## src/rtl/bmh_pkg.sv

```systemverilog
// Shared operation codes, widths and controller/datapath interface types for the heap engine.
`timescale 1ns / 1ps

package bmh_pkg;

  localparam int OP_W     = 3;
  localparam int IDX_W    = 8;
  localparam int KEY_IN_W = 32;
  localparam int PAY_W    = 16;
  localparam int CNT_IN_W = 9;

  localparam logic [OP_W-1:0] OP_WRITE     = 3'd0;
  localparam logic [OP_W-1:0] OP_SET_COUNT = 3'd1;
  localparam logic [OP_W-1:0] OP_SIFT_DOWN = 3'd2;
  localparam logic [OP_W-1:0] OP_SIFT_UP   = 3'd3;
  localparam logic [OP_W-1:0] OP_BUILD     = 3'd4;
  localparam logic [OP_W-1:0] OP_READ      = 3'd5;

  // Memory read address sources.
  typedef enum logic [2:0] {
    RSEL_IDX,
    RSEL_LEFT,
    RSEL_RIGHT,
    RSEL_PARENT,
    RSEL_BIDX
  } rsel_t;

  // Memory write sources.
  typedef enum logic [1:0] {
    WSEL_INPUT,
    WSEL_CHILD,
    WSEL_PARENT,
    WSEL_NODE
  } wsel_t;

  // Position register sources.
  typedef enum logic [1:0] {
    PSEL_IDX,
    PSEL_CHILD,
    PSEL_PARENT,
    PSEL_BIDX
  } psel_t;

  typedef struct packed {
    logic  latch_in;
    logic  mem_rd;
    rsel_t rd_sel;
    logic  mem_wr;
    wsel_t wr_sel;
    logic  pos_en;
    psel_t pos_sel;
    logic  cap_node;
    logic  cap_left;
    logic  set_count;
    logic  bidx_load;
    logic  bidx_dec;
    logic  res_read;
    logic  res_bad;
    logic  out_load;
  } cmd_t;

  typedef struct packed {
    logic [OP_W-1:0] op;
    logic            idx_live;
    logic            idx_zero;
    logic            pos_zero;
    logic            left_ok;
    logic            move_down;
    logic            parent_gt;
    logic            bidx_live;
    logic            bidx_zero;
    logic            out_free;
  } stat_t;

endpackage

```

## src/rtl/bmh_ctrl.sv

```systemverilog
// Controller of the heap engine: sequences decode, reads, sifts, build and result hand-off.
`timescale 1ns / 1ps

module bmh_ctrl
  import bmh_pkg::*;
(
  input  logic  clk,
  input  logic  rst,
  input  logic  in_valid,
  output logic  in_stall,
  input  stat_t stat,
  output cmd_t  cmd
);

  typedef enum logic [3:0] {
    S_IDLE,
    S_DECODE,
    S_RD_WAIT,
    S_DN_NODE,
    S_DN_NEXT,
    S_DN_LEFT,
    S_DN_RIGHT,
    S_DN_END,
    S_UP_NODE,
    S_UP_NEXT,
    S_UP_PARENT,
    S_UP_END,
    S_BLD_NEXT,
    S_BLD_STEP,
    S_DONE
  } state_t;

  state_t state;
  state_t state_next;

  assign in_stall = state != S_IDLE;

  always_comb begin
    state_next = state;
    cmd        = '0;
    unique case (state)
      S_IDLE: begin
        if (in_valid) begin
          cmd.latch_in = 1'b1;
          state_next   = S_DECODE;
        end
      end
      S_DECODE: begin
        state_next = S_DONE;
        unique case (stat.op)
          OP_WRITE: begin
            cmd.mem_wr = 1'b1;
            cmd.wr_sel = WSEL_INPUT;
          end
          OP_SET_COUNT: begin
            cmd.set_count = 1'b1;
          end
          OP_SIFT_DOWN: begin
            if (stat.idx_live) begin
              cmd.pos_en  = 1'b1;
              cmd.pos_sel = PSEL_IDX;
              cmd.mem_rd  = 1'b1;
              cmd.rd_sel  = RSEL_IDX;
              state_next  = S_DN_NODE;
            end
          end
          OP_SIFT_UP: begin
            if (stat.idx_live && !stat.idx_zero) begin
              cmd.pos_en  = 1'b1;
              cmd.pos_sel = PSEL_IDX;
              cmd.mem_rd  = 1'b1;
              cmd.rd_sel  = RSEL_IDX;
              state_next  = S_UP_NODE;
            end
          end
          OP_BUILD: begin
            cmd.bidx_load = 1'b1;
            state_next    = S_BLD_NEXT;
          end
          OP_READ: begin
            if (stat.idx_live) begin
              cmd.mem_rd = 1'b1;
              cmd.rd_sel = RSEL_IDX;
              state_next = S_RD_WAIT;
            end else begin
              cmd.res_bad = 1'b1;
            end
          end
          default: begin
          end
        endcase
      end
      S_RD_WAIT: begin
        cmd.res_read = 1'b1;
        state_next   = S_DONE;
      end
      // The sinking entry is held in the node register and written once at its final place.
      S_DN_NODE: begin
        cmd.cap_node = 1'b1;
        cmd.mem_rd   = 1'b1;
        cmd.rd_sel   = RSEL_LEFT;
        state_next   = S_DN_LEFT;
      end
      S_DN_NEXT: begin
        cmd.mem_rd = 1'b1;
        cmd.rd_sel = RSEL_LEFT;
        state_next = S_DN_LEFT;
      end
      S_DN_LEFT: begin
        if (stat.left_ok) begin
          cmd.cap_left = 1'b1;
          cmd.mem_rd   = 1'b1;
          cmd.rd_sel   = RSEL_RIGHT;
          state_next   = S_DN_RIGHT;
        end else begin
          state_next = S_DN_END;
        end
      end
      S_DN_RIGHT: begin
        if (stat.move_down) begin
          cmd.mem_wr  = 1'b1;
          cmd.wr_sel  = WSEL_CHILD;
          cmd.pos_en  = 1'b1;
          cmd.pos_sel = PSEL_CHILD;
          state_next  = S_DN_NEXT;
        end else begin
          state_next = S_DN_END;
        end
      end
      S_DN_END: begin
        cmd.mem_wr = 1'b1;
        cmd.wr_sel = WSEL_NODE;
        state_next = (stat.op == OP_BUILD) ? S_BLD_STEP : S_DONE;
      end
      S_UP_NODE: begin
        cmd.cap_node = 1'b1;
        cmd.mem_rd   = 1'b1;
        cmd.rd_sel   = RSEL_PARENT;
        state_next   = S_UP_PARENT;
      end
      S_UP_NEXT: begin
        if (stat.pos_zero) begin
          state_next = S_UP_END;
        end else begin
          cmd.mem_rd = 1'b1;
          cmd.rd_sel = RSEL_PARENT;
          state_next = S_UP_PARENT;
        end
      end
      S_UP_PARENT: begin
        if (stat.parent_gt) begin
          cmd.mem_wr  = 1'b1;
          cmd.wr_sel  = WSEL_PARENT;
          cmd.pos_en  = 1'b1;
          cmd.pos_sel = PSEL_PARENT;
          state_next  = S_UP_NEXT;
        end else begin
          state_next = S_UP_END;
        end
      end
      S_UP_END: begin
        cmd.mem_wr = 1'b1;
        cmd.wr_sel = WSEL_NODE;
        state_next = S_DONE;
      end
      S_BLD_NEXT: begin
        if (stat.bidx_live) begin
          cmd.pos_en  = 1'b1;
          cmd.pos_sel = PSEL_BIDX;
          cmd.mem_rd  = 1'b1;
          cmd.rd_sel  = RSEL_BIDX;
          state_next  = S_DN_NODE;
        end else begin
          state_next = S_BLD_STEP;
        end
      end
      S_BLD_STEP: begin
        if (stat.bidx_zero) begin
          state_next = S_DONE;
        end else begin
          cmd.bidx_dec = 1'b1;
          state_next   = S_BLD_NEXT;
        end
      end
      S_DONE: begin
        if (stat.out_free) begin
          cmd.out_load = 1'b1;
          state_next   = S_IDLE;
        end
      end
      default: begin
        state_next = S_IDLE;
      end
    endcase
  end

  always_ff @(posedge clk) begin
    if (rst) begin
      state <= S_IDLE;
    end else begin
      state <= state_next;
    end
  end

endmodule

```

## config.mk

```make
export PLATFORM = sky130hd
export DESIGN_NAME = bmh_ctrl
export DESIGN_NICKNAME = d
export VERILOG_FILES = /design/src/rtl/bmh_pkg.sv /design/src/rtl/bmh_ctrl.sv
export SDC_FILE = /design/constraint.sdc
export NUM_CORES = 1
export LEC_CHECK = 0
export ABC_AREA = 1
export ABC_CLOCK_PERIOD_IN_PS = 1600
export BUFFER_PORTS_ARGS = -buffer_cell sky130_fd_sc_hd__clkbuf_2
export CORE_MARGIN = 5
export CORE_UTILIZATION = 43
export DETAILED_ROUTE_END_ITERATION = 8
export GPL_TIMING_DRIVEN = 0
export PLACE_DENSITY = 0.78
export SYNTH_ARGS = -nofsm -noshare
export SYNTH_HDL_FRONTEND = slang
export SYNTH_SLANG_ARGS = --single-unit
```

## constraint.sdc

```tcl
create_clock -name clk -period 1.6 [get_ports clk]
set_input_delay 0.08 -clock clk [delete_from_list [all_inputs] [get_ports clk]]
set_output_delay 0.08 -clock clk [all_outputs]
set_load 0.01 [all_outputs]
```

==> flow_summary.ini <==
[status]
status = complete, no violations

[synth]
syn_area_um2 = 626.9
netlist_top_cells_area = nand2_1 (18%), nand3_1 (14%), dfxtp_1 (13%)
yosys-top-cells-count = nand2_1 (30), inv_1 (19), nor2_1 (18), nand3_1 (17), o21ai_0 (5)
synthCells = 122
async_flop_share = 0
synth_warnings = 0
synth_top_area_frac = 0.1796
synth.avg_cell_area_um2 = 5.138
synth_edf_count = 0
synth_top_area_cell = nand2_1
syn_nets = 137
synth_most_common_cell = nand2_1
ys_seq_area_frac = 0.1277
synth_flop_cell = dfxtp_1
synth_cell_types = 21
ys_ff_latch = 4

[floorplan]
die_h_um = 48.18
ios = 35
dieArea_um2 = 2321
initial_utilization = 0.4700
die_w_um = 48.18
rows = 13
coreArea_um2 = 1334

[sta]
setup_viol = 0
fin_worst_skew_ns = 0.005400
hold_viol = 0
drv_slew = 0
clock.fmax_ghz = 0.6665
slew_headroom = 0.8316
tightest_slew_ns = 0.2526
layout_worst_path_cycle_share = 0.9378
fin_crit_ns = 1.500
tns_ns = 0

[clock_tree]
cts.path.max_buffers = 2
cts_buffers = 3
cts-root-buf = clkbuf_4
path_clk_slew_ns = 0.04
cts_tree = done
ctsHoldBuffers = 0
cts.sinks = 4
cts_max_level = 1
clock_latency_ns = 0.23

[routing]
wirelength_um = 2022
vias = 914
routedWlPerCell_um = 11.55
ant_nets = 0
drc = 0
viasPerCell = 5.223
drt-initial-drc-count = 19
dr.pass1.iters = 4

[placement]
gp_congestion = 0.8910
port_buffers = 34
placed_area_um2 = 815.8
dp_hpwl_um = 1743

[global_routing]
grt_pass1_vias = 755
grt-ovfl-total = 0
grt_pass1_wl_um = 3139
antenna_found_initial = 0
grt_max_degree = 8
grt_use_total = 0.1882

[worst_setup_path]
cp_max_fo = 7
critPathRequiredTime_ns = 1.52
end_kind = output port
critical_path_arrival_ns = 1.42
reg2reg_depth = 9
crit_path_start_kind = register
criticalPathCategory = register to output port

[hold_path]
hold-path-cell-count = 2
hold_path.class = input pin to register

[layout]
insertedDiodeCount = 0
largest_register_ffs = 4
syn2layout_area_growth_pct = 40.52
final_nets = 177
post-route-cell-area_um2 = 880.8
largest-register = state
postLayoutCoreUtil = 0.6604
fillers = 141
layout-drive-gt1-share = 0.3625
reg.largest.list = state: 4 flops

[pwr]
p_per_area_nw_per_um2 = 1349
ir_worst_vdd_v = 0.0009685
power_leakage_nw = 0.5351

[job]
maxCapViolations = 0
-- per-layer routing --
| layer | vias up | track usage | share of wire | routed length, µm |
|---|---|---|---|---|
| met3 | 0 | 0.04428 | 0.055 | 111 |
| met1 | 410 | 0.2314 | 0.44 | 890 |
| li1 | 483 | - | - | - |
| met4 | 0 | 0 | 0 | 0 |
| met5 | - | 0 | 0 | 0 |
| met2 | 21 | 0.3490 | 0.50 | 1020 |
-- where the power goes --
group	switching (mW)	internal (mW)	total, mW
clock	0.0372	0.0836	0.121
combinational	0.532	0.305	0.837
sequential	0.0747	0.156	0.231
-- worst max-delay path, cell delays in order (launching register included) --
cell	delay, ns
dfxtp_2	0.35
nor2_2	0.21
nand2_1	0.13
nor2_4	0.14
inv_2	0.06
nand2_2	0.06
a31oi_1	0.04
nand3_1	0.07
clkbuf_2	0.13
-- cells by family (layout without fill, tap and decap cells) --
kind of cell           after synthesis  in the layout  share of synthesized area
AOI/OAI and AO/OA                   15             15                     0.1397
buffers and inverters               22             60                     0.1317
DFF                                  4              4                     0.1277
and+or+nand+nor                     81             81                     0.6008
-- path summary, 6_finish.rpt --
path / start / slack, ns / to
worst max register to register: state[0] / 0.35 / state[1]
worst max-delay path: state[0] / 0.1 / cmd[10]
worst min register to register: state[1] / 0.64 / state[0]
worst min-delay path: rst / 0.03 / state[3]
-- layout by cell type, fill, tap and decap left out --
cell	n
a21oi_1	4
a22oi_1	1
a31oi_1	1
buf_4	1
clkbuf_2	34
clkbuf_4	3
dfxtp_2	2
dfxtp_4	2
inv_1	17
inv_2	5
nand2_1	29
nand2_2	3
nand3_1	17
nand3b_1	1
nand4_1	4
nor2_1	15
nor2_2	2
nor2_4	4
nor3_1	4
nor4_2	1
o2111ai_1	1
o211ai_1	1
o21a_1	1
o21ai_0	4
o21ai_1	1
o21ai_2	1
or2_0	1
-- what timing repair did --
action                     in CTS  in global routing
resized for setup               6                 10
pin swaps                       1                  0
setup buffers                   1                  0
setup endpoints to repair       4                  7
-- through the flow --
stage,setup slack [ns],total power [mW],cells,hold WS (ns)
2_1_floorplan,0.3712,0.7372,122,0.1491
3_3_place_gp,0.1816,0.9873,171,0.2681
3_5_place_dp,0.1822,0.9938,171,0.2755
4_1_cts,0.005002,1.154,175,0.02437
5_1_grt,-0.002263,1.313,175,0.02539
6_report,0.09954,1.189,175,0.03373
-- cell type report --
type	instances	area [µm²]	share of cell area
Sequential cell	4	90.09	0.1023
Multi-Input combinational cell	96	489.2	0.5554
Timing Repair Buffer	35	177.7	0.2017
Tap cell	15	18.77	0.02131
Clock buffer	3	22.52	0.02557
Inverter	22	82.58	0.09375
Power figures use the tool's default switching activity.
